===== config.mk =====
export PLATFORM = sky130hd
export DESIGN_NAME = sorted_chain_packer_with_prefix_index_core
export DESIGN_NICKNAME = d
export VERILOG_FILES = /design/src/rtl/scp_pkg.sv /design/src/rtl/scp_step.sv /design/src/rtl/sorted_chain_packer_with_prefix_index_core.sv
export SDC_FILE = /design/constraint.sdc
export NUM_CORES = 1
export LEC_CHECK = 0
export BUFFER_PORTS_ARGS = -buffer_cell sky130_fd_sc_hd__buf_2
export CAP_MARGIN = 0
export CELL_PAD_IN_SITES_DETAIL_PLACEMENT = 2
export CELL_PAD_IN_SITES_GLOBAL_PLACEMENT = 2
export CORE_UTILIZATION = 45
export DETAILED_ROUTE_END_ITERATION = 12
export GPL_ROUTABILITY_DRIVEN = 1
export PLACE_DENSITY = 0.9
export SYNTH_ARGS = -nofsm -noshare
export SYNTH_HDL_FRONTEND = slang
export SYNTH_HIERARCHICAL = 1
export SYNTH_SLANG_ARGS = --single-unit

===== constraint.sdc =====
create_clock -name clk_i -period 22.9 [get_ports clk_i]
set_input_delay 6.87 -clock clk_i [delete_from_list [all_inputs] [get_ports clk_i]]
set_output_delay 6.87 -clock clk_i [all_outputs]
set_load 0.005 [all_outputs]

===== src/rtl/scp_pkg.sv =====
`default_nettype none

package scp_pkg;

  // field widths
  localparam int unsigned START_W  = 48;
  localparam int unsigned END_W    = 56;
  localparam int unsigned LOW_W    = 16;
  localparam int unsigned PREFIX_W = END_W - LOW_W;
  localparam int unsigned CNT_W    = 32;
  localparam int unsigned IN_W     = 64;

  localparam int unsigned MAX_RESULTS = 3;

  localparam logic [CNT_W-1:0] CPF_RESET = 32'd1048576;

  typedef enum logic [1:0] {
    KIND_RECORD = 2'd0,
    KIND_ROW    = 2'd1,
    KIND_ERROR  = 2'd2
  } kind_e;

  typedef enum logic [2:0] {
    ERR_NONE       = 3'd0,
    ERR_UNSORTED   = 3'd1,
    ERR_START_WIDE = 3'd2,
    ERR_END_WIDE   = 3'd3,
    ERR_FATAL      = 3'd4
  } err_e;

  typedef struct packed {
    kind_e                kind;
    logic [START_W-1:0]   record_start;
    logic [LOW_W-1:0]     record_end_low;
    logic [PREFIX_W-1:0]  row_prefix;
    logic [CNT_W-1:0]     row_first;
    logic [LOW_W-1:0]     row_count;
    logic [CNT_W-1:0]     file_number;
    logic                 closes_file;
    err_e                 error_code;
    logic                 last;
  } result_t;

  typedef struct packed {
    logic [END_W-1:0]    previous_end;
    logic [PREFIX_W-1:0] current_prefix;
    logic [CNT_W-1:0]    prefix_first;
    logic [CNT_W-1:0]    chains_in_file;
    logic [CNT_W-1:0]    file_count;
    logic                file_open;
    logic                fatal_stop;
  } state_t;

  // empty result tagged with the current file
  function automatic result_t blank_result(input logic [CNT_W-1:0] file_number);
    result_t r;
    r             = '0;
    r.kind        = KIND_RECORD;
    r.error_code  = ERR_NONE;
    r.file_number = file_number;
    return r;
  endfunction

  function automatic result_t error_result(input logic [CNT_W-1:0] file_number,
                                           input err_e code);
    result_t r;
    r            = blank_result(file_number);
    r.kind       = KIND_ERROR;
    r.error_code = code;
    return r;
  endfunction

  function automatic result_t row_result(input logic [CNT_W-1:0]    file_number,
                                         input logic [PREFIX_W-1:0] prefix,
                                         input logic [CNT_W-1:0]    first,
                                         input logic [CNT_W-1:0]    chains,
                                         input logic                closes);
    result_t          r;
    logic [CNT_W-1:0] span;
    span          = chains - first;
    r             = blank_result(file_number);
    r.kind        = KIND_ROW;
    r.row_prefix  = prefix;
    r.row_first   = first;
    r.row_count   = span[LOW_W-1:0];
    r.closes_file = closes;
    return r;
  endfunction

endpackage

`default_nettype wire


===== src/rtl/scp_step.sv =====
`default_nettype none

// one item against the current state: results and next state
module scp_step (
  input  var scp_pkg::state_t                                 state_i,
  input  wire                                                 mode_i,
  input  wire  [scp_pkg::IN_W-1:0]                            start_i,
  input  wire  [scp_pkg::IN_W-1:0]                            end_i,
  input  wire  [scp_pkg::CNT_W-1:0]                           cpf_i,
  output scp_pkg::state_t                                     state_o,
  output scp_pkg::result_t [scp_pkg::MAX_RESULTS-1:0]         res_o,
  output logic [1:0]                                          count_o
);

  logic [scp_pkg::PREFIX_W-1:0] prefix;
  logic [scp_pkg::CNT_W-1:0]    chains_inc;
  logic [1:0]                   k;

  assign prefix     = end_i[scp_pkg::END_W-1:scp_pkg::LOW_W];
  assign chains_inc = state_i.chains_in_file + 1'b1;

  always_comb begin
    state_o = state_i;
    k       = 2'd0;
    for (int i = 0; i < scp_pkg::MAX_RESULTS; i++) begin
      res_o[i] = scp_pkg::blank_result(state_i.file_count);
    end

    if (state_i.fatal_stop) begin
      res_o[0] = scp_pkg::error_result(state_i.file_count, scp_pkg::ERR_FATAL);
      k        = 2'd1;
    end else if (mode_i) begin
      // flush: closing row of an open file
      if (state_i.file_open) begin
        res_o[0] = scp_pkg::row_result(state_i.file_count, state_i.current_prefix,
                                       state_i.prefix_first, state_i.chains_in_file, 1'b1);
        state_o.file_count     = state_i.file_count + 1'b1;
        state_o.chains_in_file = '0;
        state_o.prefix_first   = '0;
        state_o.file_open      = 1'b0;
        k                      = 2'd1;
      end
    end else begin
      state_o.file_open = 1'b1;
      if (start_i == '0) begin
        k = 2'd0;
      end else if (end_i != '0 &&
                   {{(scp_pkg::IN_W-scp_pkg::END_W){1'b0}}, state_i.previous_end} >= end_i)
      begin
        res_o[0] = scp_pkg::error_result(state_i.file_count, scp_pkg::ERR_UNSORTED);
        k        = 2'd1;
      end else if (start_i[scp_pkg::IN_W-1:scp_pkg::START_W] != '0) begin
        res_o[0] = scp_pkg::error_result(state_i.file_count, scp_pkg::ERR_START_WIDE);
        k        = 2'd1;
      end else if (end_i[scp_pkg::IN_W-1:scp_pkg::END_W] != '0) begin
        res_o[0] = scp_pkg::error_result(state_i.file_count, scp_pkg::ERR_END_WIDE);
        k        = 2'd1;
      end else begin
        res_o[0].record_start   = start_i[scp_pkg::START_W-1:0];
        res_o[0].record_end_low = end_i[scp_pkg::LOW_W-1:0];
        state_o.previous_end    = end_i[scp_pkg::END_W-1:0];
        k                       = 2'd1;
        if (prefix != state_i.current_prefix && prefix < state_i.current_prefix) begin
          // prefix went backwards: record stands, block stops for good
          res_o[1]           = scp_pkg::error_result(state_i.file_count, scp_pkg::ERR_FATAL);
          state_o.fatal_stop = 1'b1;
          k                  = 2'd2;
        end else begin
          if (prefix != state_i.current_prefix) begin
            res_o[1] = scp_pkg::row_result(state_i.file_count, state_i.current_prefix,
                                           state_i.prefix_first, state_i.chains_in_file,
                                           1'b0);
            state_o.prefix_first   = state_i.chains_in_file;
            state_o.current_prefix = prefix;
            k                      = 2'd2;
          end
          state_o.chains_in_file = chains_inc;
          if (chains_inc >= cpf_i) begin
            res_o[k] = scp_pkg::row_result(state_i.file_count, state_o.current_prefix,
                                           state_o.prefix_first, chains_inc, 1'b1);
            state_o.file_count     = state_i.file_count + 1'b1;
            state_o.chains_in_file = '0;
            state_o.prefix_first   = '0;
            state_o.file_open      = 1'b0;
            k                      = k + 2'd1;
          end
        end
      end
    end

    for (int i = 0; i < scp_pkg::MAX_RESULTS; i++) begin
      res_o[i].last = (k != 2'd0) && (2'(i) == k - 2'd1);
    end
  end

  assign count_o = k;

endmodule

`default_nettype wire


===== src/rtl/sorted_chain_packer_with_prefix_index_core.sv =====
`default_nettype none

// channel   dir  handshake                    payload
// s_axis    in   s_axis_tvalid/s_axis_tready  tdata: start_point, end_point; tuser: mode
// m_axis    out  m_axis_tvalid/m_axis_tready  tdata: record/row/error fields; tuser: kind;
//                                             tlast: last result of a request
// cfg       in   cfg_we_i                     cfg_wdata_i: chains_per_file
//
// a request is registered at the input, then evaluated against the chain
// state; its zero to three results land in a three-entry result buffer
// that drains one result per cycle while m_axis_tready is high, so
// single-result requests flow at one per cycle when the output does not stall
// reset clears all chain state and loads chains_per_file with 1048576
// the input register keeps accepting while the buffer holds its final result,
// so output stalls only block the input once both stages are full
module sorted_chain_packer_with_prefix_index_core (
  input  wire          clk_i,
  input  wire          rst_ni,
  // slave side
  input  wire          s_axis_tvalid,
  output logic         s_axis_tready,
  input  wire  [127:0] s_axis_tdata,   // [63:0] start_point, [127:64] end_point
  input  wire          s_axis_tuser,   // [0] mode
  // master side
  output logic         m_axis_tvalid,
  input  wire          m_axis_tready,
  output logic [191:0] m_axis_tdata,   // [47:0] record_start, [63:48] record_end_low,
                                       // [103:64] row_prefix, [135:104] row_first,
                                       // [151:136] row_count, [183:152] file_number,
                                       // [184] closes_file, [187:185] error_code,
                                       // [191:188] zero
  output logic [1:0]   m_axis_tuser,   // [1:0] kind
  output logic         m_axis_tlast,
  // configuration
  input  wire          cfg_we_i,
  input  wire  [31:0]  cfg_wdata_i
);

  // input register
  logic                     in_valid_q;
  logic                     in_mode_q;
  logic [scp_pkg::IN_W-1:0] in_start_q;
  logic [scp_pkg::IN_W-1:0] in_end_q;

  // chains_per_file register and chain state
  logic [scp_pkg::CNT_W-1:0] cpf_q;
  scp_pkg::state_t           state_q;
  scp_pkg::state_t           state_d;

  // result buffer, entry 0 is presented on the output
  scp_pkg::result_t [scp_pkg::MAX_RESULTS-1:0] buf_q;
  scp_pkg::result_t [scp_pkg::MAX_RESULTS-1:0] res_d;
  logic [1:0]                                  cnt_q;
  logic [1:0]                                  res_cnt;

  logic s_fire;
  logic m_fire;
  logic consume;

  assign s_fire  = s_axis_tvalid && s_axis_tready;
  assign m_fire  = m_axis_tvalid && m_axis_tready;
  // evaluate the held request once the buffer is empty or empties this cycle
  assign consume = in_valid_q && ((cnt_q == 2'd0) || (cnt_q == 2'd1 && m_fire));

  assign s_axis_tready = !in_valid_q || consume;

  scp_step u_step (
    .state_i (state_q),
    .mode_i  (in_mode_q),
    .start_i (in_start_q),
    .end_i   (in_end_q),
    .cpf_i   (cpf_q),
    .state_o (state_d),
    .res_o   (res_d),
    .count_o (res_cnt)
  );

  // control state
  always_ff @(posedge clk_i or negedge rst_ni) begin
    if (!rst_ni) begin
      in_valid_q <= 1'b0;
      cnt_q      <= 2'd0;
      cpf_q      <= scp_pkg::CPF_RESET;
      state_q    <= '0;
    end else begin
      if (cfg_we_i) begin
        cpf_q <= cfg_wdata_i;
      end
      if (s_fire) begin
        in_valid_q <= 1'b1;
      end else if (consume) begin
        in_valid_q <= 1'b0;
      end
      if (consume) begin
        state_q <= state_d;
        cnt_q   <= res_cnt;
      end else if (m_fire) begin
        cnt_q <= cnt_q - 2'd1;
      end
    end
  end

  // payload, no reset needed
  always_ff @(posedge clk_i) begin
    if (s_fire) begin
      in_mode_q  <= s_axis_tuser;
      in_start_q <= s_axis_tdata[63:0];
      in_end_q   <= s_axis_tdata[127:64];
    end
    if (consume) begin
      buf_q <= res_d;
    end else if (m_fire) begin
      buf_q[0] <= buf_q[1];
      buf_q[1] <= buf_q[2];
    end
  end

  assign m_axis_tvalid = (cnt_q != 2'd0);
  assign m_axis_tuser  = buf_q[0].kind;
  assign m_axis_tlast  = buf_q[0].last;
  assign m_axis_tdata  = {4'd0,
                          buf_q[0].error_code,
                          buf_q[0].closes_file,
                          buf_q[0].file_number,
                          buf_q[0].row_count,
                          buf_q[0].row_first,
                          buf_q[0].row_prefix,
                          buf_q[0].record_end_low,
                          buf_q[0].record_start};

endmodule

`default_nettype wire

* Word-level counts from Yosys, hierarchy flattened
Cells that the tools add are included.
Cells by class: equal/unequal tests 10, reductions and logical operators 30, order comparisons 5, bitwise logic cells 8, muxes and demuxes 69, add/sub/neg operators 7
Operator list (number):
- two-way mux 191 bit | 15
- two-way mux 228 bit | 5
- two-way mux 419 bit | 2
- two-way mux 382 bit | 2
- two-way mux 72 bit | 8
- bitwise mux 573 bit | 1
- two-way mux 98 bit | 4
- two-way mux 97 bit | 4
- demux 191 bit (select 2 bit) | 1
- two-way mux 190 bit | 2
- adder 32 x 1 -> 32 bit (second input constant) | 2
- greater-or-equal comparator 56 x 64 -> 1 bit | 1
- zero test 64 bit | 1
- nonzero test 64 bit | 1
- < comparator 40 bit | 1
- inequality test 40 bit | 1
- two-way mux 37 bit | 1
- two-way mux 2 bit | 18
- greater-or-equal comparator 32 bit | 1
- subtractor 16 bit | 2
- AND reduction 8 bit | 2
- nonzero test 16 bit | 1
- logical AND 1 bit | 10
- inequality test 2 bit (second input constant) | 5
- 19 further kinds | 38
Word-level totals: output and inout port bits 197, flip-flop bits (word level) 931, bits of input ports 166, word-level logic and storage cells 172

* Logic depth before layout (Yosys ltp)
depth in word-level cells 23, mapped depth 23, gate-level depth less buffers 21

* Hierarchy
The synthesis kept the hierarchy.
By module, submodules not included:
- sorted_chain_packer_with_prefix_index_core | cells each 1820, sequential area each 26812.0 um^2, area an instance 36495.0 um^2, times used 1
- scp_step | cells each 1993, sequential area each 0.0 um^2, area an instance 12806.0 um^2, times used 1

* Worst setup path after synthesis
Ideal clock, no wire load.
path kind in2reg, from in m_axis_tready, to reg buf_q[191] (netlist name), enable pin, stages 2, setup slack 6.959 ns, setup time 2.799 ns, buffers on the path 0, arrival 13.141 ns, data required time 20.101 ns, cells stage by stage nand2b_1 > nand2_1
Between the ends: longest elaborated chain between the ends 5
RTL lines:
- from (decl) | line sorted_chain_packer_with_prefix_index_core.sv:26 | input wire m_axis_tready,
- logical AND 1 bit (*) | line sorted_chain_packer_with_prefix_index_core.sv:61 | assign m_fire = m_axis_tvalid && m_axis_tready;
- logical AND 1 bit | line sorted_chain_packer_with_prefix_index_core.sv:63 | assign consume = in_valid_q && ((cnt_q == 2'd0) || (cnt_q == 2'd1 && m_fire));
- logical OR 1 bit | line sorted_chain_packer_with_prefix_index_core.sv:63
- logical AND 1 bit | line sorted_chain_packer_with_prefix_index_core.sv:63
- nonzero test 2 bit (no line) (*)
- to (signal assigned) | line sorted_chain_packer_with_prefix_index_core.sv:111 | buf_q <= res_d;
- to (decl) | line sorted_chain_packer_with_prefix_index_core.sv:51 | scp_pkg::result_t [scp_pkg::MAX_RESULTS-1:0] buf_q;
Mark *: on every way between the ends. The rest lies on a longest branch, timed or not. A chain may end at the register's enable or synchronous reset.

* Worst setup path in the final report
from in m_axis_tready, to out s_axis_tready
Between the ends: longest elaborated chain between the ends 5
RTL lines:
- logical AND 1 bit | line sorted_chain_packer_with_prefix_index_core.sv:61
- logical AND 1 bit | line sorted_chain_packer_with_prefix_index_core.sv:63
- logical OR 1 bit | line sorted_chain_packer_with_prefix_index_core.sv:63
- logical AND 1 bit | line sorted_chain_packer_with_prefix_index_core.sv:63
- logical OR 1 bit | line sorted_chain_packer_with_prefix_index_core.sv:65 | assign s_axis_tready = !in_valid_q || consume;
- to (decl) | line sorted_chain_packer_with_prefix_index_core.sv:21 | output logic s_axis_tready,
Every way passes these cells.

==> metrics.cfg <==
[status]
outcome=finished, final reports clean

[synthesis]
netlist_area_mm2=0.0493
synth_seq_cells=931
synth_edf_count=702
ys_warn_count=6
synth.avg_cell_area_um2=12.9
ys_seq_area_share_pct=54.4
post_synth_inst_count=3813
synth_cell_types=83
synth_async_sr_flop_share_pct=24.6
synthFlopType=edfxtp_1

[drt]
detail-route-antenna-nets=0
post_drt_via_cell_ratio=5.86
wl_um=159000
dr.pass1.iters=5
drc=0
drtIter0Drc=2464
avgRoutedWirePerCell_um=29.7
vias=31400

[placed_design]
place.gp.congestion=0.827
place_area_mm2=0.0494
post-place-ws_ns=8.67
io_buffers=358
post-dp-hpwl_um=97400

[clock_tree]
cts-root-buf=clkbuf_16
clock_latency_ns=0.72
cts_buffers=106
cts_htree_levels=3
holdBufCountCts=0
cts_tree=built
clk_path_buf_depth=3
post-cts-setup-buffers=0
cts-resized-gates=0
cts.sinks=931
clkTransAtPathRegs_ns=0.06

[setup_path]
path_cells=buf_2 > a21oi_2 > nand2_1 > buf_2
critical_path.max_fanout=3
rr_startpoint=state_q[36]
cp_top_family=buffers and inverters
cp.required_ns=16.03
cp-start-kind=input port
end_kind=primary output
critPathBufInv=2
path_class=in2out
critPathLaunch=m_axis_tready
slowest_stage=buf_2
cp_data_arrival_time_ns=7.36
cpPeakStageDelay_ns=0.14
crit_top_cell=buf_2

[finish]
syn2layout_area_growth_pct=7.57
final_layout_size_suffix_gt1_share_pct=31.4
n_fill_cell=10400
multi_input_area_mm2=0.0180
final_area_mm2=0.0530
seq_area_mm2=0.0268
fin_nets=4187

[die]
coreArea_mm2=0.109
std_cell_rows=121
io_pins=363
die_x_um=333
initial_utilization_pct=45.4
die_area_mm2=0.111
die_y_um=333

[power_and_ir_drop]
powerDensity_mw_per_mm2=120
power.leakage_nw=22.4
ir_drop_mv=0.156

[sta]
rsz0062_at_grt=false
hold_viol_final=0
fin_worst_skew_ns=0.0537
worst_pin_slew_ns=1.27
fin_setup_tns_ns=0
slew_violations=0
period_share_pct=62.1
setup_viol=0
setup_slack_ns=8.67
hold_slack_ns=0.509
slew_headroom_pct=15.4
fin_crit_ns=14.23
fmax_mhz=70.3

[run]
drv_cap=0

[grt]
grt_start_max_net_pins=164
grt_pass1_wl_um=237000
grt_usage_pct=28.5
overflow=0
grt_pass1_vias=35200
antenna_found_initial=19

[worst_hold_path]
hold_start=cpf_q[9]
hold_path_class=reg2reg

[stage by stage]
step	utilization [%]	total power, mW	cells
floorplan	-	4.34	3949
global placement	45.4	4.43	5157
detailed placement	45.4	4.58	5157
CTS	48.8	6.46	5356
global route	48.8	6.62	5356
finish	48.8	6.39	5357
[worst reg2reg max path: stages, from the launching register on]
cell       delay, ns
dfrtp_1         0.67
and4_1          0.44
nand4_1         0.32
nor3_2          0.37
nand2_1         0.19
nor2_1          0.28
nand3_1         0.37
nor2_1          0.23
xor2_1          0.34
ha_1            0.33
a21oi_1         0.17
o21ai_1         0.12
a2111oi_0       0.54
nand3b_1        0.17
o21ai_2         0.15
buf_4           0.54
nand4_1         1.13
o21ai_0         1.13
mux2_4          0.33
[report_power, final]
group          switching, mW  internal [mW]
registers              0.255           2.64
logic                   1.01          0.671
clock network          0.747           1.06
[layout make-up]
type / instances / area share [%]
sequential: 931 / 50.6
multi-input combinational: 2237 / 34.0
clock buffer: 130 / 5.51
timing repair buffer: 399 / 4.00
tap: 1414 / 3.34
clock inverter: 69 / 1.34
inverter: 176 / 1.28
antenna: 1 / 0.00472
[placed cells by master, fill, tap and decap left out, types with 22 or more instances in the layout]
cell,count
a21o_1,32
a21oi_1,96
a22o_1,23
and2_1,90
and3_1,87
buf_2,357
buf_4,40
clkbuf_16,112
clkinv_2,32
conb_1,138
dfrtp_1,228
edfxtp_1,702
ha_1,168
inv_1,174
mux2_2,463
mux2_4,149
mux2i_1,40
nand2_1,158
nand3_1,34
nand4_1,41
nor2_1,189
nor3_1,83
nor4_1,36
o21ai_0,105
or3_1,22
xnor2_1,41
xor2_1,47
[cell usage after synthesis (40+ instances only)]
| library cell | count | area share (%) |
|---|---|---|
| buf_6 | 53 | 1.2 |
| a21oi_1 | 96 | 0.97 |
| and3_1 | 87 | 1.1 |
| inv_1 | 174 | 1.3 |
| mux2_4 | 149 | 4.5 |
| o21ai_0 | 106 | 1.1 |
| nor2_1 | 191 | 1.5 |
| xor2_1 | 47 | 0.83 |
| clkbuf_1 | 65 | 0.49 |
| edfxtp_1 | 702 | 43 |
| and2_1 | 91 | 1.2 |
| nor3_1 | 83 | 0.84 |
| mux2_2 | 463 | 11 |
| mux2i_1 | 40 | 0.81 |
| xnor2_1 | 41 | 0.73 |
| nand4_1 | 41 | 0.52 |
| buf_4 | 441 | 6.7 |
| ha_1 | 168 | 4.3 |
| nand2_1 | 161 | 1.2 |
| dfrtp_1 | 228 | 12 |
[per-layer routing]
metal	GRT usage, %	part of all wire (%)
met5	0	0.13
met4	13.7	5.3
met3	5.59	6.1
met2	49.7	50
met1	33.5	38
[path summary, 6_finish.rpt]
kind | cells after the start | end | slack [ns]
max | 4 | s_axis_tready | 8.67
min | 1 | cpf_q[9] | 0.51
max reg2reg | 18 | state_q[79] | 15.01
min reg2reg | 1 | cpf_q[9] | 0.51
max in group asynchronous | 3 | cpf_q[16] | 14.49
min in group asynchronous | 1 | state_q[148] | 6.12
[sequential cells by signal (all words and copies together), names as in the netlist]
name and flops:
m_axis_tdata 188, m_axis_tuser 2, cnt_q 2, in_mode_q 1, in_end_q 64, in_start_q 64
in_valid_q 1, m_axis_tlast 1, state_q 194, buf_q 382, cpf_q 32
[logic make-up after synthesis]
| kind of cell | Yosys count | share of synthesized area (%) |
|---|---|---|
| AO/OA/AOI/OAI | 368 | 4.80 |
| other | 2 | 0.0152 |
| XOR/XNOR | 88 | 1.56 |
| adder cells (fa/ha/maj) | 170 | 4.34 |
| flip-flops | 931 | 54.4 |
| multiplexers | 652 | 15.9 |
| AND/OR/NAND/NOR | 821 | 8.70 |
| buffers and inverters | 781 | 10.3 |
No activity file was read; power rests on OpenSTA's default activity.
